===== src/rtl/ae2_pkg.sv =====
// Shared widths, stage map, register indexes and pipeline types for the two-stage auto-exposure step.
`default_nettype none
package ae2_pkg;

    localparam int EXP_W   = 24;
    localparam int GAIN_W  = 16;
    localparam int LUMA_W  = 16;
    localparam int FRAC_W  = 16;
    localparam int FAC_W   = FRAC_W + 1;
    localparam int VAL_W   = (EXP_W > GAIN_W) ? EXP_W : GAIN_W;
    localparam int CFG_W   = (VAL_W > LUMA_W) ? VAL_W : LUMA_W;
    localparam int CIDX_W  = 3;

    localparam logic [LUMA_W-1:0] LUMA_VALID_MAX = LUMA_W'(65280);
    localparam logic [FAC_W-1:0]  FAC_ONE        = FAC_W'(1) << FRAC_W;

    // divider: one quotient bit per step, several steps per stage
    localparam int DIV_STEPS  = 4;
    localparam int DIV_STAGES = FRAC_W / DIV_STEPS;

    // stage map
    localparam int ST_IN  = 0;
    localparam int ST_SEL = ST_IN + DIV_STAGES + 1;
    localparam int ST_MUL = ST_SEL + 1;
    localparam int ST_RND = ST_MUL + 1;
    localparam int ST_OUT = ST_RND + 1;
    localparam int NST    = ST_OUT + 1;

    localparam logic [LUMA_W-1:0] RST_TARGET    = LUMA_W'(30720);
    localparam logic [LUMA_W-1:0] RST_DEAD_BAND = LUMA_W'(1024);
    localparam logic [FRAC_W-1:0] RST_MAX_STEP  = FRAC_W'(16384);
    localparam logic [EXP_W-1:0]  RST_EXP_FLOOR = EXP_W'(1);
    localparam logic [EXP_W-1:0]  RST_EXP_CEIL  = EXP_W'(10000);
    localparam logic [GAIN_W-1:0] RST_GAIN_FLOOR = GAIN_W'(1);
    localparam logic [GAIN_W-1:0] RST_GAIN_CEIL  = GAIN_W'(1024);

    typedef enum logic [CIDX_W-1:0] {
        CFG_TARGET    = 3'd0,
        CFG_DEAD_BAND = 3'd1,
        CFG_MAX_STEP  = 3'd2,
        CFG_EXP_FLOOR = 3'd3,
        CFG_EXP_CEIL  = 3'd4,
        CFG_GAIN_FLOOR = 3'd5,
        CFG_GAIN_CEIL = 3'd6
    } t_cfg_idx;

    typedef struct packed {
        logic [LUMA_W-1:0] rem;
        logic [FRAC_W-1:0] quo;
    } t_div;

    typedef struct packed {
        logic [EXP_W-1:0]  exp_in;
        logic [GAIN_W-1:0] gain_in;
        logic [EXP_W-1:0]  exp_c;
        logic [GAIN_W-1:0] gain_c;
        logic              up;
        logic              active;
        logic              sat;
        logic              sel_exp;
    } t_ctx;

endpackage
`default_nettype wire


===== src/rtl/ae2_div_step.sv =====
// Restoring divider slice: several quotient bits of error * 2^16 / target.
`default_nettype none
module ae2_div_step (
    input  wire ae2_pkg::t_div                 i_div,
    input  wire logic [ae2_pkg::LUMA_W-1:0]    i_divisor,
    output ae2_pkg::t_div                      o_div
);

    always_comb begin
        logic [ae2_pkg::LUMA_W:0]   rem2;
        logic [ae2_pkg::LUMA_W-1:0] rem;
        logic [ae2_pkg::FRAC_W-1:0] quo;
        rem = i_div.rem;
        quo = i_div.quo;
        for (int s = 0; s < ae2_pkg::DIV_STEPS; s++) begin
            rem2 = {rem, 1'b0};
            if (rem2 >= {1'b0, i_divisor}) begin
                rem2 = rem2 - {1'b0, i_divisor};
                quo  = {quo[ae2_pkg::FRAC_W-2:0], 1'b1};
            end else begin
                quo  = {quo[ae2_pkg::FRAC_W-2:0], 1'b0};
            end
            rem = rem2[ae2_pkg::LUMA_W-1:0];
        end
        o_div.rem = rem;
        o_div.quo = quo;
    end

endmodule
`default_nettype wire


===== src/rtl/two_stage_auto_exposure_step.sv =====
// Top level: pipelined two-stage AE step; exposure rises first, gain falls first.
//
// Input word (i_valid/o_ready): current exposure, current gain and frame mean
// luma in Q8.8. Output word (o_valid/i_ready): next exposure, next gain and a
// changed flag, one output word per input word, in order.
// Configuration is a plain write port (i_cfg_we, i_cfg_idx, i_cfg_data), no
// wait states; write only while the pipeline is empty.
// Throughput: one word per cycle while i_ready is high; nine register stages
// (input clamp, four radix-16 divider stages for error / target, step select,
// multiply, round and clamp, output).
// Every stage has its own valid bit and takes a new word whenever it is empty
// or its successor moves, so bubbles close up while the receiver stalls and
// the input keeps accepting until all stages are full. A stall holds the
// output word steady; nothing is dropped or repeated.
// Reset (synchronous, active low) empties the pipeline and restores the
// register defaults; o_ready is high in the first cycle after reset.
`default_nettype none
module two_stage_auto_exposure_step (
    input  wire logic                          i_clk,
    input  wire logic                          i_rst_n,
    input  wire logic                          i_valid,
    output logic                               o_ready,
    input  wire logic [ae2_pkg::EXP_W-1:0]     i_exposure_now,
    input  wire logic [ae2_pkg::GAIN_W-1:0]    i_gain_now,
    input  wire logic [ae2_pkg::LUMA_W-1:0]    i_mean_luma,
    output logic                               o_valid,
    input  wire logic                          i_ready,
    output logic [ae2_pkg::EXP_W-1:0]          o_exposure_next,
    output logic [ae2_pkg::GAIN_W-1:0]         o_gain_next,
    output logic                               o_changed,
    input  wire logic                          i_cfg_we,
    input  wire logic [ae2_pkg::CIDX_W-1:0]    i_cfg_idx,
    input  wire logic [ae2_pkg::CFG_W-1:0]     i_cfg_data
);

    localparam int VW = ae2_pkg::VAL_W;
    localparam int PW = ae2_pkg::VAL_W + ae2_pkg::FAC_W;

    // v < lo gives lo, else v > hi gives hi
    function automatic logic [VW-1:0] f_clamp(input logic [VW+1:0] v,
                                              input logic [VW-1:0] lo,
                                              input logic [VW-1:0] hi);
        logic [VW-1:0] res;
        if (v < {2'b00, lo}) begin
            res = lo;
        end else if (v > {2'b00, hi}) begin
            res = hi;
        end else begin
            res = v[VW-1:0];
        end
        return res;
    endfunction

    // configuration registers
    logic [ae2_pkg::LUMA_W-1:0] r_target, r_dead_band;
    logic [ae2_pkg::FRAC_W-1:0] r_max_step;
    logic [ae2_pkg::EXP_W-1:0]  r_exp_floor, r_exp_ceil;
    logic [ae2_pkg::GAIN_W-1:0] r_gain_floor, r_gain_ceil;

    always_ff @(posedge i_clk) begin
        if (!i_rst_n) begin
            r_target     <= ae2_pkg::RST_TARGET;
            r_dead_band  <= ae2_pkg::RST_DEAD_BAND;
            r_max_step   <= ae2_pkg::RST_MAX_STEP;
            r_exp_floor  <= ae2_pkg::RST_EXP_FLOOR;
            r_exp_ceil   <= ae2_pkg::RST_EXP_CEIL;
            r_gain_floor <= ae2_pkg::RST_GAIN_FLOOR;
            r_gain_ceil  <= ae2_pkg::RST_GAIN_CEIL;
        end else if (i_cfg_we) begin
            case (ae2_pkg::t_cfg_idx'(i_cfg_idx))
                ae2_pkg::CFG_TARGET:     r_target     <= i_cfg_data[ae2_pkg::LUMA_W-1:0];
                ae2_pkg::CFG_DEAD_BAND:  r_dead_band  <= i_cfg_data[ae2_pkg::LUMA_W-1:0];
                ae2_pkg::CFG_MAX_STEP:   r_max_step   <= i_cfg_data[ae2_pkg::FRAC_W-1:0];
                ae2_pkg::CFG_EXP_FLOOR:  r_exp_floor  <= i_cfg_data[ae2_pkg::EXP_W-1:0];
                ae2_pkg::CFG_EXP_CEIL:   r_exp_ceil   <= i_cfg_data[ae2_pkg::EXP_W-1:0];
                ae2_pkg::CFG_GAIN_FLOOR: r_gain_floor <= i_cfg_data[ae2_pkg::GAIN_W-1:0];
                ae2_pkg::CFG_GAIN_CEIL:  r_gain_ceil  <= i_cfg_data[ae2_pkg::GAIN_W-1:0];
                default: ;
            endcase
        end
    end

    // pipeline handshake
    logic [ae2_pkg::NST-1:0] r_v;
    logic [ae2_pkg::NST-1:0] w_rdy;
    logic [ae2_pkg::NST-1:0] w_vsrc;
    logic [ae2_pkg::NST-1:0] w_ld;

    always_comb begin
        w_rdy[ae2_pkg::NST-1] = !r_v[ae2_pkg::NST-1] || i_ready;
        for (int k = ae2_pkg::NST - 2; k >= 0; k--) begin
            w_rdy[k] = !r_v[k] || w_rdy[k+1];
        end
        w_vsrc[0] = i_valid;
        for (int k = 1; k < ae2_pkg::NST; k++) begin
            w_vsrc[k] = r_v[k-1];
        end
        w_ld = w_rdy & w_vsrc;
    end

    always_ff @(posedge i_clk) begin
        if (!i_rst_n) begin
            r_v <= '0;
        end else begin
            for (int k = 0; k < ae2_pkg::NST; k++) begin
                if (w_rdy[k]) begin
                    r_v[k] <= w_vsrc[k];
                end
            end
        end
    end

    assign o_ready = w_rdy[0];
    assign o_valid = r_v[ae2_pkg::ST_OUT];

    // context travelling with each word
    ae2_pkg::t_ctx r_ctx [ae2_pkg::NST];
    ae2_pkg::t_ctx w_ctx_src [ae2_pkg::NST];
    ae2_pkg::t_ctx w_ctx_in;
    ae2_pkg::t_ctx w_ctx_sel;

    // input stage: clamp, error magnitude, dead band
    logic [ae2_pkg::LUMA_W-1:0] w_mag;
    ae2_pkg::t_div              w_div_in;

    always_comb begin
        w_ctx_in.exp_in  = i_exposure_now;
        w_ctx_in.gain_in = i_gain_now;
        w_ctx_in.exp_c   = ae2_pkg::EXP_W'(f_clamp(
            (VW+2)'(i_exposure_now), VW'(r_exp_floor), VW'(r_exp_ceil)));
        w_ctx_in.gain_c  = ae2_pkg::GAIN_W'(f_clamp(
            (VW+2)'(i_gain_now), VW'(r_gain_floor), VW'(r_gain_ceil)));
        w_ctx_in.up      = r_target > i_mean_luma;
        w_mag            = w_ctx_in.up ? (r_target - i_mean_luma)
                                       : (i_mean_luma - r_target);
        w_ctx_in.active  = (i_mean_luma <= ae2_pkg::LUMA_VALID_MAX) &&
                           (w_mag > r_dead_band);
        w_ctx_in.sat     = w_mag >= r_target;
        w_ctx_in.sel_exp = 1'b0;
        w_div_in.rem     = w_mag;
        w_div_in.quo     = '0;
    end

    // divider stages
    ae2_pkg::t_div r_div [ae2_pkg::DIV_STAGES+1];
    ae2_pkg::t_div w_div [ae2_pkg::DIV_STAGES+1];

    assign w_div[0] = w_div_in;

    for (genvar g = 1; g <= ae2_pkg::DIV_STAGES; g++) begin : g_div
        ae2_div_step u_step (
            .i_div     (r_div[g-1]),
            .i_divisor (r_target),
            .o_div     (w_div[g])
        );
    end

    always_ff @(posedge i_clk) begin
        for (int k = 0; k <= ae2_pkg::DIV_STAGES; k++) begin
            if (w_ld[ae2_pkg::ST_IN + k]) begin
                r_div[k] <= w_div[k];
            end
        end
    end

    // step select: fraction, factor, operand
    localparam int DQ = ae2_pkg::ST_SEL - 1;
    logic [ae2_pkg::FRAC_W-1:0] w_fm;
    logic [ae2_pkg::FAC_W-1:0]  w_fac;
    logic [VW-1:0]              w_val, w_lo, w_hi;

    always_comb begin
        w_ctx_sel = r_ctx[DQ];
        if (r_ctx[DQ].sat || r_div[ae2_pkg::DIV_STAGES].quo > r_max_step) begin
            w_fm = r_max_step;
        end else begin
            w_fm = r_div[ae2_pkg::DIV_STAGES].quo;
        end
        w_fac = r_ctx[DQ].up ? (ae2_pkg::FAC_ONE + ae2_pkg::FAC_W'(w_fm))
                             : (ae2_pkg::FAC_ONE - ae2_pkg::FAC_W'(w_fm));
        if (r_ctx[DQ].up) begin
            w_ctx_sel.sel_exp = r_ctx[DQ].exp_c < r_exp_ceil;
        end else begin
            w_ctx_sel.sel_exp = !(r_ctx[DQ].gain_c > r_gain_floor);
        end
        w_val = w_ctx_sel.sel_exp ? VW'(r_ctx[DQ].exp_c) : VW'(r_ctx[DQ].gain_c);
        w_lo  = w_ctx_sel.sel_exp ? VW'(r_exp_floor) : VW'(r_gain_floor);
        w_hi  = w_ctx_sel.sel_exp ? VW'(r_exp_ceil) : VW'(r_gain_ceil);
    end

    always_comb begin
        w_ctx_src[0] = w_ctx_in;
        for (int k = 1; k < ae2_pkg::NST; k++) begin
            w_ctx_src[k] = (k == ae2_pkg::ST_SEL) ? w_ctx_sel : r_ctx[k-1];
        end
    end

    always_ff @(posedge i_clk) begin
        for (int k = 0; k < ae2_pkg::NST; k++) begin
            if (w_ld[k]) begin
                r_ctx[k] <= w_ctx_src[k];
            end
        end
    end

    logic [VW-1:0]              r_val5, r_lo5, r_hi5;
    logic [ae2_pkg::FAC_W-1:0]  r_fac5;

    always_ff @(posedge i_clk) begin
        if (w_ld[ae2_pkg::ST_SEL]) begin
            r_val5 <= w_val;
            r_lo5  <= w_lo;
            r_hi5  <= w_hi;
            r_fac5 <= w_fac;
        end
    end

    // multiply
    logic [PW-1:0] r_prod6;
    logic [VW-1:0] r_val6, r_lo6, r_hi6;

    always_ff @(posedge i_clk) begin
        if (w_ld[ae2_pkg::ST_MUL]) begin
            r_prod6 <= PW'(r_val5) * PW'(r_fac5);
            r_val6  <= r_val5;
            r_lo6   <= r_lo5;
            r_hi6   <= r_hi5;
        end
    end

    // round half up, clamp, one-count fallback
    logic [PW:0]   w_sum;
    logic [VW-1:0] w_cand, w_alt;

    always_comb begin
        w_sum  = {1'b0, r_prod6} + (PW+1)'(1 << (ae2_pkg::FRAC_W - 1));
        w_cand = f_clamp((VW+2)'(w_sum[PW:ae2_pkg::FRAC_W]), r_lo6, r_hi6);
        if (r_ctx[ae2_pkg::ST_MUL].up) begin
            w_alt = f_clamp((VW+2)'(r_val6) + (VW+2)'(1), r_lo6, r_hi6);
        end else if (r_val6 == '0) begin
            w_alt = r_lo6;
        end else begin
            w_alt = f_clamp((VW+2)'(r_val6) - (VW+2)'(1), r_lo6, r_hi6);
        end
    end

    logic [VW-1:0] r_cand7, r_alt7;
    logic          r_eq7;

    always_ff @(posedge i_clk) begin
        if (w_ld[ae2_pkg::ST_RND]) begin
            r_cand7 <= w_cand;
            r_alt7  <= w_alt;
            r_eq7   <= w_cand == r_val6;
        end
    end

    // output register
    logic [VW-1:0]              w_nxt;
    logic [ae2_pkg::EXP_W-1:0]  w_exp_o;
    logic [ae2_pkg::GAIN_W-1:0] w_gain_o;
    ae2_pkg::t_ctx              w_c7;

    always_comb begin
        w_c7     = r_ctx[ae2_pkg::ST_RND];
        w_nxt    = r_eq7 ? r_alt7 : r_cand7;
        w_exp_o  = w_c7.exp_c;
        w_gain_o = w_c7.gain_c;
        if (w_c7.active) begin
            if (w_c7.sel_exp) begin
                w_exp_o = ae2_pkg::EXP_W'(w_nxt);
            end else begin
                w_gain_o = ae2_pkg::GAIN_W'(w_nxt);
            end
        end
    end

    logic [ae2_pkg::EXP_W-1:0]  r_exp_o;
    logic [ae2_pkg::GAIN_W-1:0] r_gain_o;
    logic                       r_chg_o;

    always_ff @(posedge i_clk) begin
        if (w_ld[ae2_pkg::ST_OUT]) begin
            r_exp_o  <= w_exp_o;
            r_gain_o <= w_gain_o;
            r_chg_o  <= (w_exp_o != w_c7.exp_in) || (w_gain_o != w_c7.gain_in);
        end
    end

    assign o_exposure_next = r_exp_o;
    assign o_gain_next     = r_gain_o;
    assign o_changed       = r_chg_o;

    // checks
    a_exp_limits: assert property (@(posedge i_clk) disable iff (!i_rst_n)
        o_valid && (r_exp_floor <= r_exp_ceil) |->
            (o_exposure_next >= r_exp_floor) && (o_exposure_next <= r_exp_ceil))
        else $error("exposure outside limits");

    a_gain_limits: assert property (@(posedge i_clk) disable iff (!i_rst_n)
        o_valid && (r_gain_floor <= r_gain_ceil) |->
            (o_gain_next >= r_gain_floor) && (o_gain_next <= r_gain_ceil))
        else $error("gain outside limits");

    a_one_moves: assert property (@(posedge i_clk) disable iff (!i_rst_n)
        o_valid |-> (o_exposure_next == r_ctx[ae2_pkg::ST_OUT].exp_c) ||
                    (o_gain_next == r_ctx[ae2_pkg::ST_OUT].gain_c))
        else $error("exposure and gain both stepped");

    a_reset_empty: assert property (@(posedge i_clk)
        $past(!i_rst_n) |-> !o_valid)
        else $error("output valid straight after reset");

endmodule
`default_nettype wire


===== config.mk =====
export PLATFORM = sky130hd
export DESIGN_NAME = two_stage_auto_exposure_step
export DESIGN_NICKNAME = d
export VERILOG_FILES = /design/src/rtl/ae2_pkg.sv /design/src/rtl/ae2_div_step.sv /design/src/rtl/two_stage_auto_exposure_step.sv
export SDC_FILE = /design/constraint.sdc
export NUM_CORES = 2
export LEC_CHECK = 0
export ABC_AREA = 1
export BUFFER_PORTS_ARGS = -buffer_cell sky130_fd_sc_hd__buf_2
export CAP_MARGIN = 0
export CORE_MARGIN = 1
export CORE_UTILIZATION = 25
export CTS_BUF_LIST = sky130_fd_sc_hd__clkbuf_8
export DETAILED_ROUTE_END_ITERATION = 6
export SLEW_MARGIN = 20
export SYNTH_ARGS = -nofsm -noshare
export SYNTH_HDL_FRONTEND = slang
export SYNTH_SLANG_ARGS = --single-unit
export TNS_END_PERCENT = 100

===== constraint.sdc =====
create_clock -name i_clk -period 27.7 [get_ports i_clk]
set_input_delay 4.155 -clock i_clk [delete_from_list [all_inputs] [get_ports i_clk]]
set_output_delay 4.155 -clock i_clk [all_outputs]
set_load 0.03 [all_outputs]

==> metrics <==
max-cap violation count=0; global placer's final weighted congestion=0.912; core box area=309000 sq um; WP data arrival=6.59 ns; Post-CTS Hold Buffers=0; first-pass iteration count of the detailed router=5; clk sinks=1181; Port Buffer Count=130; initial drt markers=4945; Largest register FFs=663; worst skew pair latency=0.97 ns; WS Path Type=in2out; CTS resizes=0; IO Pins=131; CTS Buf Count=198; nets=9461; first-pass GRT wire length=344000 microns; share of post-route cells with drive strength above 1=6.94%; Post-synth top flop=edfxtp_1; Largest Register=r_ctx; startpoint types=primary input; post-route setup TNS=0 ns; Slew Limit Fails=0; DIE HEIGHT=559 microns; Pwr Density=123 nW/um^2; status=complete, no violations; Bufs on Longest Clock Path=4; final hold violations=0; vias per std cell=4.57; Yosys cell types=67; final setup vio count=0; pin count of the biggest net entering global routing=95; initial antenna violation count=30; global route overflow=0; Worst-Margin Slew=1.12 ns; post-route design area=86800 sq um; Worst Hold Class=reg2reg; total global-route track usage=14.3%; Pleak=0.0368 uW; DIE WIDTH=559 microns; most frequent cells in the layout=nand2_1 (1864), inv_1 (1199), edfxtp_1 (1044); RSZ-0062 raised after global routing=no; DRC violations left=0; Worst Clk Skew=0.177 ns; Crit Path Max Fanout=3; detailed placer's ending HPWL=172000 microns; most common cell after layout, fill and taps aside=nand2_1; Mapped Cells=8174; Synth warnings=0; Power, Total=10700 uW; Critical Path Sink Type=output pin; Largest regs=r_ctx: 663 flops, r_div: 104 flops, r_prod6: 26 flops; Async SR Flop Fraction=0%; DR WL/cell=18.2 microns; setup bufs post-CTS=0; Synth Register Bits=1181; final antenna-violating net count=0; Max-slew headroom=25.0%; vias in the first global route=55617; row cnt=204; Placed Area=83000 sq um; syn_nets=9292; Post-synth EDFFs=1044; Post-Route WL=230000 microns; Syn-to-layout area delta=11.9%; clock-pin slew on the worst setup and hold paths=0.06 ns; CTS tree=done; H-tree levels=4; Min Clock Period, post-route=10.74 ns; Vias=57716; sequential element share of the synthesized area=44.0%; fmax=93.1 MHz; DIE AREA=312000 sq um; CP required=23.55 ns; clk root buf=clkbuf_8; Netlist Area Pre-Place=77600 sq um; period utilisation layout=38.8%; Initial Utilization=25.1%; Worst IR Drop VDD=0.241 mV; Avg Inst Size Synth=9.49 sq um
[worst max-delay path, cell delays in order]
cell and delay (ns):
buf_2 0.10, nor2_1 0.22, inv_1 0.10, nor2_1 0.09, inv_1 0.06, nor2_1 0.08, inv_1 0.07, nor2_1 0.20
inv_1 0.09, nor2_1 0.21, inv_1 0.09, nor2_1 0.09, inv_1 0.07, nor2_1 0.09, inv_1 0.07, nor2_1 0.21
inv_1 0.09, nor2_1 0.21, inv_1 0.11, buf_2 0.19
[final cells by class]
class	instances	area [sq um]
fill	32398	222000
multi-input combinational	5592	38100
sequential	1181	34100
tap	4120	5150
inverter	1150	4350
clock buffer	204	2810
timing repair buffer	220	1330
clock inverter	149	910
antenna	13	32.5
[logic make-up after synthesis]
| kind of cell | count (synthesis) | share of synthesized area [%] |
|---|---|---|
| compound gates | 1409 | 10.3 |
| xor+xnor | 351 | 3.97 |
| fa+ha+maj | 1030 | 19.8 |
| buf+inv | 1401 | 7.00 |
| flops | 1181 | 44.0 |
| mux | 3 | 0.0387 |
| simple gates | 2799 | 14.9 |
[synth_stat cells, drive strengths merged (83+ instances only)]
master / instances / area share, %
inv: 1145 / 5.6
o21ai: 485 / 3.2
clkbuf: 183 / 0.89
a21oi: 601 / 3.9
dfxtp: 137 / 3.5
xnor2: 135 / 1.5
fa: 333 / 8.6
nand3: 266 / 1.8
nor2: 421 / 2.2
o211ai: 83 / 0.80
nand4: 83 / 0.67
nand2: 1883 / 9.2
edfxtp: 1044 / 40
xor2: 216 / 2.4
ha: 697 / 11
[per-layer routing]
| layer | wire length (microns) | up-vias | track usage, % |
|---|---|---|---|
| met1 | 99200 | 27606 | 18.7 |
| met4 | 7900 | 2 | 4.85 |
| li1 | - | 27879 | - |
| met3 | 14700 | 384 | 2.03 |
| met2 | 108000 | 1845 | 24.1 |
| met5 | 13 | - | 0 |
[path summary, 6_finish.rpt]
path	start	end	slack, ns	cells past startpoint
max	i_ready	o_ready	16.96	20
min	r_ctx[0][188]	r_ctx[0][272]	0.31	0
max reg2reg	r_target[11]	r_div[0][61]	17.07	51
min reg2reg	r_ctx[0][188]	r_ctx[0][272]	0.31	0
[metrics by stage]
step	hold slack, ns	setup slack (ns)	utilization (%)	std cells
after floorplan	0.400	15.27	-	8174
after global placement	0.400	16.70	26.9	12263
after detailed placement	0.405	16.90	26.9	12263
after CTS	0.292	16.89	28.1	12616
after global routing	0.321	15.98	28.1	12627
final	0.307	16.96	28.1	12629
[where the power goes]
part           leakage [uW]  internal [uW]  total [uW]  switching (uW)
registers            0.0107           2250        2300            46.0
logic                0.0240           2570        6900            4330
clock network       0.00220            778        1490             712
total                0.0368           5600       10700            5090
(Power assumes the default switching activity.)
